$ cat config.mk
export PLATFORM = sky130hd
export DESIGN_NAME = greedy_power_coin_change
export DESIGN_NICKNAME = d
export VERILOG_FILES = /design/src/hdl/gpc_pkg.sv /design/src/hdl/gpc_datapath.sv /design/src/hdl/gpc_ctrl.sv /design/src/hdl/greedy_power_coin_change.sv
export VERILOG_INCLUDE_DIRS = /design/src /design/src/hdl
export SDC_FILE = /design/constraint.sdc
export NUM_CORES = 2
export LEC_CHECK = 0
export BUFFER_PORTS_ARGS = -buffer_cell sky130_fd_sc_hd__buf_2
export CORE_MARGIN = 2
export CORE_UTILIZATION = 42
export DETAILED_ROUTE_END_ITERATION = 8
export SLEW_MARGIN = 20
export SYNTH_ARGS = -nofsm -noshare
export SYNTH_HDL_FRONTEND = slang
export SYNTH_HIERARCHICAL = 1
export SYNTH_SLANG_ARGS = --single-unit
$ cat constraint.sdc
create_clock -name clk_i -period 9.6 [get_ports clk_i]
set_clock_uncertainty 0.05 [all_clocks]
set_input_delay 0.48 -clock clk_i [delete_from_list [all_inputs] [get_ports clk_i]]
set_output_delay 0.48 -clock clk_i [all_outputs]
set_load 0.01 [all_outputs]
$ cat src/hdl/greedy_power_coin_change_assert.svh
// Assertion macros for the greedy power coin change block.
// Used by the top level only; needs no package.
`ifndef GREEDY_POWER_COIN_CHANGE_ASSERT_SVH
`define GREEDY_POWER_COIN_CHANGE_ASSERT_SVH

// same-cycle implication
`define GPC_ASSERT_IMPL(label, clk, rst_n, ante, cons) \
  label: assert property (@(posedge clk) disable iff (!rst_n) (ante) |-> (cons)) \
    else $error("assertion failed: same-cycle implication");

// next-cycle implication
`define GPC_ASSERT_NEXT(label, clk, rst_n, ante, cons) \
  label: assert property (@(posedge clk) disable iff (!rst_n) (ante) |=> (cons)) \
    else $error("assertion failed: next-cycle implication");

`endif

$ cat src/hdl/gpc_pkg.sv
// Shared types and constants for the greedy power coin change block.
// No dependencies.
`timescale 1ns / 1ps

package gpc_pkg;

  localparam int MaxPowers = 20;
  localparam int IdxW      = (MaxPowers > 1) ? $clog2(MaxPowers) : 1;
  localparam int BaseW     = 16;
  localparam int TopW      = 5;
  localparam int AmountW   = 31;
  localparam int DenomW    = 32;
  localparam int ProdW     = DenomW + BaseW;
  localparam int StepW     = $clog2(AmountW);

  localparam logic [DenomW-1:0] AmountMax = {1'b0, {AmountW{1'b1}}};
  localparam logic [DenomW-1:0] PowerSat  = {1'b1, {AmountW{1'b0}}};

  typedef struct packed {
    logic [BaseW-1:0]   base;
    logic [TopW-1:0]    top_exponent;
    logic [AmountW-1:0] amount;
  } gpc_in_t;

  typedef struct packed {
    logic [DenomW-1:0]  denomination;
    logic [AmountW-1:0] coin_count;
    logic               last;
  } gpc_out_t;

  typedef enum logic [2:0] {
    StIdle,
    StPow,
    StLoad,
    StDiv,
    StEmit
  } gpc_state_e;

  typedef struct packed {
    logic load_item;
    logic pow_step;
    logic load_digit;
    logic div_step;
    logic emit;
  } gpc_cmd_t;

  typedef struct packed {
    logic pow_last;
    logic div_last;
    logic digit_zero;
  } gpc_status_t;

endpackage

$ cat src/hdl/gpc_datapath.sv
// Datapath: power table, power multiplier, shift-subtract divider, result register.
// Depends on gpc_pkg; driven by gpc_ctrl commands.
`timescale 1ns / 1ps

module gpc_datapath
  import gpc_pkg::*;
(
  input  logic        clk_i,
  input  logic        rst_ni,
  input  gpc_in_t     in_i,
  input  gpc_cmd_t    cmd_i,
  output gpc_status_t status_o,
  output logic        out_valid_o,
  output gpc_out_t    out_o
);

  logic [DenomW-1:0]  power_mem [MaxPowers];
  logic [BaseW-1:0]   base_q;
  logic [IdxW-1:0]    top_q;
  logic [IdxW-1:0]    pow_idx_q;
  logic [IdxW-1:0]    dig_idx_q;
  logic [DenomW-1:0]  power_q, power_d;
  logic [AmountW-1:0] remainder_q;
  logic [DenomW-1:0]  divisor_q;
  logic [AmountW-1:0] part_q, part_d;
  logic [AmountW-1:0] quot_q, quot_d;
  logic [StepW-1:0]   step_q;
  logic               valid_q;
  gpc_out_t           result_q;
  logic [ProdW-1:0]   prod;
  logic [DenomW-1:0]  trial;
  logic [DenomW-1:0]  diff;
  logic               fits;
  logic               div_zero;
  logic [IdxW-1:0]    top_sat;

  always_comb begin
    if (32'(in_i.top_exponent) > 32'(MaxPowers - 1)) begin
      top_sat = IdxW'(MaxPowers - 1);
    end else begin
      top_sat = IdxW'(in_i.top_exponent);
    end
  end

  always_comb begin
    prod = ProdW'(power_q) * ProdW'(base_q);
    if (prod > ProdW'(AmountMax)) begin
      power_d = PowerSat;
    end else begin
      power_d = prod[DenomW-1:0];
    end
  end

  always_comb begin
    trial  = {part_q, quot_q[AmountW-1]};
    diff   = trial - divisor_q;
    fits   = (trial >= divisor_q);
    part_d = fits ? diff[AmountW-1:0] : trial[AmountW-1:0];
    quot_d = {quot_q[AmountW-2:0], fits};
  end

  assign div_zero = (divisor_q == '0);

  assign status_o.pow_last   = (pow_idx_q == top_q);
  assign status_o.div_last   = div_zero || (step_q == StepW'(AmountW - 1));
  assign status_o.digit_zero = (dig_idx_q == '0);

  always_ff @(posedge clk_i) begin
    if (cmd_i.pow_step) begin
      power_mem[pow_idx_q] <= power_q;
    end
    if (cmd_i.load_digit) begin
      divisor_q <= power_mem[dig_idx_q];
    end
  end

  always_ff @(posedge clk_i) begin
    if (cmd_i.load_item) begin
      base_q  <= in_i.base;
      top_q   <= top_sat;
      power_q <= DenomW'(1);
    end else if (cmd_i.pow_step) begin
      power_q <= power_d;
    end
    if (cmd_i.load_digit) begin
      quot_q <= remainder_q;
      part_q <= '0;
    end else if (cmd_i.div_step) begin
      quot_q <= quot_d;
      part_q <= part_d;
    end
    if (cmd_i.emit) begin
      result_q.denomination <= divisor_q;
      result_q.coin_count   <= div_zero ? '0 : quot_q;
      result_q.last         <= (dig_idx_q == '0);
    end
  end

  always_ff @(posedge clk_i or negedge rst_ni) begin
    if (!rst_ni) begin
      pow_idx_q   <= '0;
      dig_idx_q   <= '0;
      remainder_q <= '0;
      step_q      <= '0;
      valid_q     <= 1'b0;
    end else begin
      valid_q <= cmd_i.emit;
      if (cmd_i.load_item) begin
        pow_idx_q   <= '0;
        dig_idx_q   <= top_sat;
        remainder_q <= in_i.amount;
      end else if (cmd_i.pow_step) begin
        pow_idx_q <= pow_idx_q + IdxW'(1);
      end
      if (cmd_i.load_digit) begin
        step_q <= '0;
      end else if (cmd_i.div_step) begin
        step_q <= step_q + StepW'(1);
      end
      if (cmd_i.emit) begin
        if (!div_zero) begin
          remainder_q <= part_q;
        end
        if (dig_idx_q != '0) begin
          dig_idx_q <= dig_idx_q - IdxW'(1);
        end
      end
    end
  end

  assign out_valid_o = valid_q;
  assign out_o       = result_q;

endmodule

$ cat src/hdl/gpc_ctrl.sv
// Controller state machine: sequences power build, per-digit divide and emit.
// Depends on gpc_pkg; commands gpc_datapath.
`timescale 1ns / 1ps

module gpc_ctrl
  import gpc_pkg::*;
(
  input  logic        clk_i,
  input  logic        rst_ni,
  input  logic        start,
  output logic        busy,
  input  gpc_status_t status_i,
  output gpc_cmd_t    cmd_o
);

  gpc_state_e state_q, state_d;

  always_ff @(posedge clk_i or negedge rst_ni) begin
    if (!rst_ni) begin
      state_q <= StIdle;
    end else begin
      state_q <= state_d;
    end
  end

  always_comb begin
    state_d = state_q;
    cmd_o   = '0;
    busy    = (state_q != StIdle);
    case (state_q)
      StIdle: begin
        if (start) begin
          cmd_o.load_item = 1'b1;
          state_d         = StPow;
        end
      end
      StPow: begin
        cmd_o.pow_step = 1'b1;
        if (status_i.pow_last) begin
          state_d = StLoad;
        end
      end
      StLoad: begin
        cmd_o.load_digit = 1'b1;
        state_d          = StDiv;
      end
      StDiv: begin
        cmd_o.div_step = 1'b1;
        if (status_i.div_last) begin
          state_d = StEmit;
        end
      end
      StEmit: begin
        cmd_o.emit = 1'b1;
        state_d    = status_i.digit_zero ? StIdle : StLoad;
      end
      default: begin
        state_d = StIdle;
      end
    endcase
  end

endmodule

$ cat src/hdl/greedy_power_coin_change.sv
// Top level of the greedy power coin change block: controller plus datapath.
// Depends on gpc_pkg, gpc_ctrl, gpc_datapath and greedy_power_coin_change_assert.svh.
//
// An item transfers when start is high and busy is low. With k the top exponent
// (capped at 19) the block first builds k+1 powers, one per cycle through a 32x16
// multiplier, then for each denomination from base^k down to base^0 it runs a
// one-bit-per-cycle restoring divider over the 31-bit remainder (read, 31 steps,
// emit per denomination; fewer steps when the denomination is zero). Each result
// is shown for exactly one cycle on out_o, flagged by out_valid_o; the receiver
// cannot stall it. The base^0 result carries last and shows while busy is low.
`timescale 1ns / 1ps
`include "greedy_power_coin_change_assert.svh"

module greedy_power_coin_change
  import gpc_pkg::*;
(
  input  logic     clk_i,
  input  logic     rst_ni,
  input  logic     start,
  output logic     busy,
  input  gpc_in_t  in_i,
  output logic     out_valid_o,
  output gpc_out_t out_o
);

  gpc_cmd_t    cmd;
  gpc_status_t status;

  gpc_ctrl u_ctrl (
    .clk_i    (clk_i),
    .rst_ni   (rst_ni),
    .start    (start),
    .busy     (busy),
    .status_i (status),
    .cmd_o    (cmd)
  );

  gpc_datapath u_datapath (
    .clk_i       (clk_i),
    .rst_ni      (rst_ni),
    .in_i        (in_i),
    .cmd_i       (cmd),
    .status_o    (status),
    .out_valid_o (out_valid_o),
    .out_o       (out_o)
  );

  `GPC_ASSERT_NEXT(a_start_sets_busy, clk_i, rst_ni, start && !busy, busy)
  `GPC_ASSERT_NEXT(a_valid_single, clk_i, rst_ni, out_valid_o, !out_valid_o)
  `GPC_ASSERT_IMPL(a_last_when_idle, clk_i, rst_ni, out_valid_o && out_o.last, !busy)
  `GPC_ASSERT_IMPL(a_zero_denom_no_coins, clk_i, rst_ni,
                   out_valid_o && (out_o.denomination == '0), out_o.coin_count == '0)

endmodule

Word level (Yosys, flattened, before mapping)
Memory sizes are Yosys's and may differ from the RTL's. A register that Yosys moved wholly into a read port is not among the register bits.
Index checks and enable logic that the tools add are counted.
Widths: inputs -> output; s select.
- register bits after elaboration: 229
- RAM bits: 640
- bits of input ports: 55
- output and inout port bits: 66
- logic and storage cells: 69
- memories kept: 1
- add/sub/neg operators: 4
- multiply operators: 1
- magnitude comparators: 3
- equal/unequal tests: 9
- muxes and demuxes: 28
- reductions and logical operators: 9
- memories (memory ; words ; width ; rd ports ; clocked after memory_dff ; wr ports ; RTL line ; RTL):
    u_datapath.power_mem ; 20 ; 32 ; 1 ; 1 ; 1 ; gpc_datapath.sv:17 ; logic [DenomW-1:0] power_mem [MaxPowers];
- operators by type and width (kind ; number):
    $mux 31 ; 6
    $gt 48x31->1 const B ; 1
    $mul 32x16->48 ; 1
    $mux 5 ; 8
    $ge 32x32->1 ; 1
    $logic_not 32->1 ; 1
    $mux 32 ; 1
    $sub 31x31->31 ; 1
    $pmux 3 s5 ; 1
    $add 5x1->5 const B ; 2
    $mux 3 ; 3
    $mux 1 ; 8
    $eq 3x2->1 const B ; 2
    $ne 2x2->1 const B ; 3
    $eq 5x5->1 ; 1
    $eq 5x5->1 const B ; 1
    $gt 5x5->1 const B ; 1
    $logic_not 5->1 ; 1
    $reduce_bool 5->1 ; 1
    $sub 5x1->5 const B ; 1
    $reduce_bool 2->1 ; 2
    $eq 3x1->1 const B ; 1
    $eq 3x3->1 const B ; 1
    $logic_not 3->1 ; 1
    4 further kinds ; 4

Depth between registers and ports, before layout
- word-level depth: 5
- mapped depth: 27
- gate-level depth less buffers: 24

By module
Netlist, hierarchy kept.
- modules (own cells, without submodules) (module ; instances ; cells each ; area an instance (um2) ; sequential area each (um2)):
    gpc_datapath ; 1 ; 3851 ; 52381.5 ; 26100.0
    gpc_ctrl ; 1 ; 20 ; 202.7 ; 75.1

Worst setup path after synthesis
No wires, ideal clock.
- kind: register to register
- start: reg u_datapath.power_q[28]
- end: reg u_datapath.power_q[2]
- library setup time: 62 ps
- data arrival time: 6732 ps
- data required time: 9488 ps
- setup slack: 2756 ps
- cell stages (with the launch flop): 24
- path buffers: 3
- clock period less this slack: 6844 ps
- cell sequence: dfxtp_1 clkbuf_1 nand2_1 fa_1 fa_1 inv_1 fa_1 inv_1 fa_1 inv_1 fa_1 inv_1 fa_1 inv_1 ha_1 clkbuf_1 a21oi_1 or4b_2 o21a_1 o211ai_1 o2111ai_1 nor3_4 buf_6 a32o_1
- word-level cells in the longest chain between the ends: 3
- ends and longest elaborated chain (what ; RTL line ; RTL):
    start: declaration ; gpc_datapath.sv:22 ; logic [DenomW-1:0] power_q, power_d;
    start signal: assignment ; gpc_datapath.sv:81 ; power_q <= DenomW'(1);
    start signal: assignment ; gpc_datapath.sv:83 ; power_q <= power_d;
    $mul 32x16->48 ; gpc_datapath.sv:46 ; prod = ProdW'(power_q) * ProdW'(base_q);
    $gt 48x31->1 ; gpc_datapath.sv:47 ; if (prod > ProdW'(AmountMax)) begin
    $mux 32 ; gpc_datapath.sv:47 ;
Every way passes these cells.
A chain may end at the register's enable or synchronous reset.

Final worst setup path
- start: reg u_datapath.power_q[9]
- end: reg u_datapath.power_q[8]
The elaborated chain is that of the path after synthesis.

==> flow_summary.json <==
{
  "crit_path_end_kind": "flop",
  "cts_sinks": 901,
  "finalSetupViolations": 0,
  "overflow": 0,
  "synthArstFlopShare": 0.0555,
  "dr_total_vias": 30800,
  "worstMarginPinSlew_ns": 1.06,
  "critPathArrivalTime_ns": 8.45,
  "worstPathCellList": "buf_4, nand2_1, fa_1, fa_1, fa_1, fa_1, inv_1, fa_1, fa_1, ha_1, a211oi_1, nor2_1, o221ai_1, nand3_2, o41ai_1, o211ai_1, a211oi_1, nand4_1, nor3_4, buf_4, a32o_1",
  "met2_length_um": 60000,
  "drv_slew": 0,
  "antenna_found_initial": 2,
  "crit_family": "adder cells",
  "place_congestion": 0.848,
  "grt_pass1_vias": 32200,
  "cp_common_cell": "fa_1",
  "dp_hpwl_um": 80400,
  "wl_met1_um": 54900,
  "powerDensity_nw_per_um2": 220,
  "grt_start_max_net_pins": 70,
  "ir_drop_uv": 192,
  "wl_per_cell_um": 22.0,
  "drive_above_1_share": 0.162,
  "worstSetupPathType": "reg2reg",
  "drt-vias-per-instance": 5.38,
  "syn_area_um2": 52600,
  "worst_slew_margin_rel": 0.293,
  "multiInputGateArea_um2": 23900,
  "rows": 129,
  "final.period_utilization": 0.823,
  "cts_tree": "built",
  "cts_buffer_depth": 3,
  "wl_met3_um": 7400,
  "routed_wl_um": 126000,
  "nFillCells": 11000,
  "clk_latency_ns": 0.69,
  "ys_ff_latch": 901,
  "p_leak_nw": 21.9,
  "route.detailed.drc": 0,
  "rsz0062_at_grt": "false",
  "start_kind": "flop",
  "fin_tns_setup_ns": 0,
  "grt_pass1_wl_um": 195000,
  "slowest_delay_ns": 0.83,
  "max_freq_ghz": 0.127,
  "io_buffers": 120,
  "antenna_left": 0,
  "status": "complete, no violations",
  "synth_area_per_cell_um2": 13.6,
  "clkTransAtPathRegs_ns": 0.06,
  "cts_buffers": 95,
  "ys.flop_type": "edfxtp_1",
  "initial_core_util": 0.424,
  "cp.buffers_inverters": 3,
  "cts.htree.levels": 3,
  "regArea_um2": 26200,
  "dieArea_um2": 128000,
  "routed.top_layer": "met5",
  "die_y_um": 358,
  "fp.dieW_um": 358,
  "syn2layout_area_growth_pct": 11.4,
  "yosysWarnings": 6,
  "nets": 4637,
  "netlist_instances": 3871,
  "post-cts-setup-buffers": 0,
  "ys_seq_area_frac": 0.498,
  "ioPinCount": 121,
  "core_area_um2": 124000,
  "first_pass_iters": 5,
  "cpMaxStageDelayCell": "dfxtp_1",
  "fin_crit_ns": 7.90,
  "cp.required_ns": 10.16,
  "ys_types": 97,
  "hold_viol_final": 0,
  "synth_nets": 4504,
  "first_iter_violations": 2646,
  "synth_enable_flop_cells": 788,
  "grt_use_total": 0.200,
  "drv_cap": 0,
  "crit_fanout": 32,
  "post-place-cells": 5523,
  "cts_root_buf": "clkbuf_16",
  "instances_no_fill": 5722,
  "hold_class": "in2reg"
}
-- worst min-delay path, cell delays in order --
cell     delay, ns
buf_2         0.08
mux2i_1       0.06
a21oi_1       0.13
-- placed cells by master (no fill, tap or decap), drive strengths merged, types with 50 or more instances in the layout --
cell,n
a21oi,131
edfxtp,788
buf,212
mux4,192
o21ai,54
dfrtp,50
inv,515
clkbuf,127
mux2i,50
ha,159
fa,419
nor2,148
nand2,393
mux2,65
and2,199
dfxtp,63
-- worst paths after layout --
| kind | to | depth (start not counted) | start | slack, ns |
|---|---|---|---|---|
| worst min register to register | u_datapath/power_q[15] | 1 | u_datapath/power_q[15] | 0.42 |
| max in group asynchronous | u_datapath/dig_idx_q[1] | 3 | rst_ni | 8.52 |
| min in group asynchronous | u_datapath/remainder_q[2] | 3 | rst_ni | 0.41 |
| worst min-delay path | u_datapath/remainder_q[9] | 3 | in_i[9] | 0.06 |
| worst max-delay path | u_datapath/power_q[8] | 21 | u_datapath/power_q[9] | 1.70 |
| worst max register to register | u_datapath/power_q[8] | 21 | u_datapath/power_q[9] | 1.70 |
-- layer usage --
metal	global-route usage	vias up
li1	-	13800
met1	0.277	15900
met2	0.330	952
met3	0.0334	206
met4	0.0535	4
met5	0.00370	-
-- cell type report --
| type | count | share of cell area |
|---|---|---|
| multi-input cells | 2262 | 0.408 |
| clock inverters | 50 | 0.00846 |
| inverters | 512 | 0.0328 |
| well taps | 1637 | 0.0350 |
| diodes | 1 | 0.0000427 |
| clock buffers | 127 | 0.0433 |
| repair buffers | 232 | 0.0256 |
| flip-flops and latches | 901 | 0.447 |
-- power by group --
part           leakage, nW  total [mW]  internal (mW)  switching [mW]
combinational         12.6        3.93           1.73            2.19
sequential            7.86        5.38           4.98           0.400
clock                 1.44        3.56           1.99            1.57
total                 21.9        12.9           8.71            4.17
-- cells in the mapped netlist, drive strengths merged, types with 43 or more instances --
cell / count / share of area
a21oi: 131 / 0.013
and2: 199 / 0.024
clkbuf: 162 / 0.012
dfrtp: 50 / 0.024
dfxtp: 63 / 0.024
edfxtp: 788 / 0.45
fa: 419 / 0.16
ha: 159 / 0.038
inv: 511 / 0.036
mux2: 65 / 0.014
mux2i: 50 / 0.0095
mux4: 192 / 0.082
nand2: 393 / 0.028
nor2: 148 / 0.011
o21ai: 54 / 0.0051
xnor2: 43 / 0.0072
-- kinds of logic (layout without fill, tap and decap cells) --
group | Yosys count | count (layout) | share of synthesized area
AND/OR/NAND/NOR | 925 | 925 | 0.0848
flip-flops | 901 | 901 | 0.498
buffers and inverters | 708 | 921 | 0.0515
adder cells (fa/ha/maj) | 578 | 578 | 0.197
AO/OA/AOI/OAI | 388 | 388 | 0.0521
multiplexers | 307 | 307 | 0.106
XOR/XNOR | 64 | 64 | 0.0107
other | 0 | 1 | 0
-- what timing repair did --
action / in CTS / in global routing
endpoints found under the setup margin: 0 / 0
hold buffers: 20 / 0
hold endpoints to repair: 69 / 0
gates resized for setup: 0 / 0
-- stage by stage --
step                      utilization  power [mW]  cell area (µm²)  hold slack [ns]  setup WS [ns]
after floorplan                     -        8.23            52600            0.134           2.76
after global placement          0.446        9.37            55300            0.400           1.77
after detailed placement        0.446        9.41            55300            0.408           1.70
after CTS                       0.472        13.0            58600          0.00545           1.68
after global routing            0.473        13.5            58600           0.0240           1.31
final                           0.473        12.9            58600           0.0623           1.70
-- flip-flops by register name, summed over array words and instances, names as in the netlist, 16 cells and up --
register                cells
u_datapath/power_mem      640
u_datapath/out_o           64
u_datapath/divisor_q       32
u_datapath/power_q         32
u_datapath/part_q          31
u_datapath/quot_q          31
u_datapath/remainder_q     31
u_datapath/base_q          16
(Power assumes the default switching activity.)
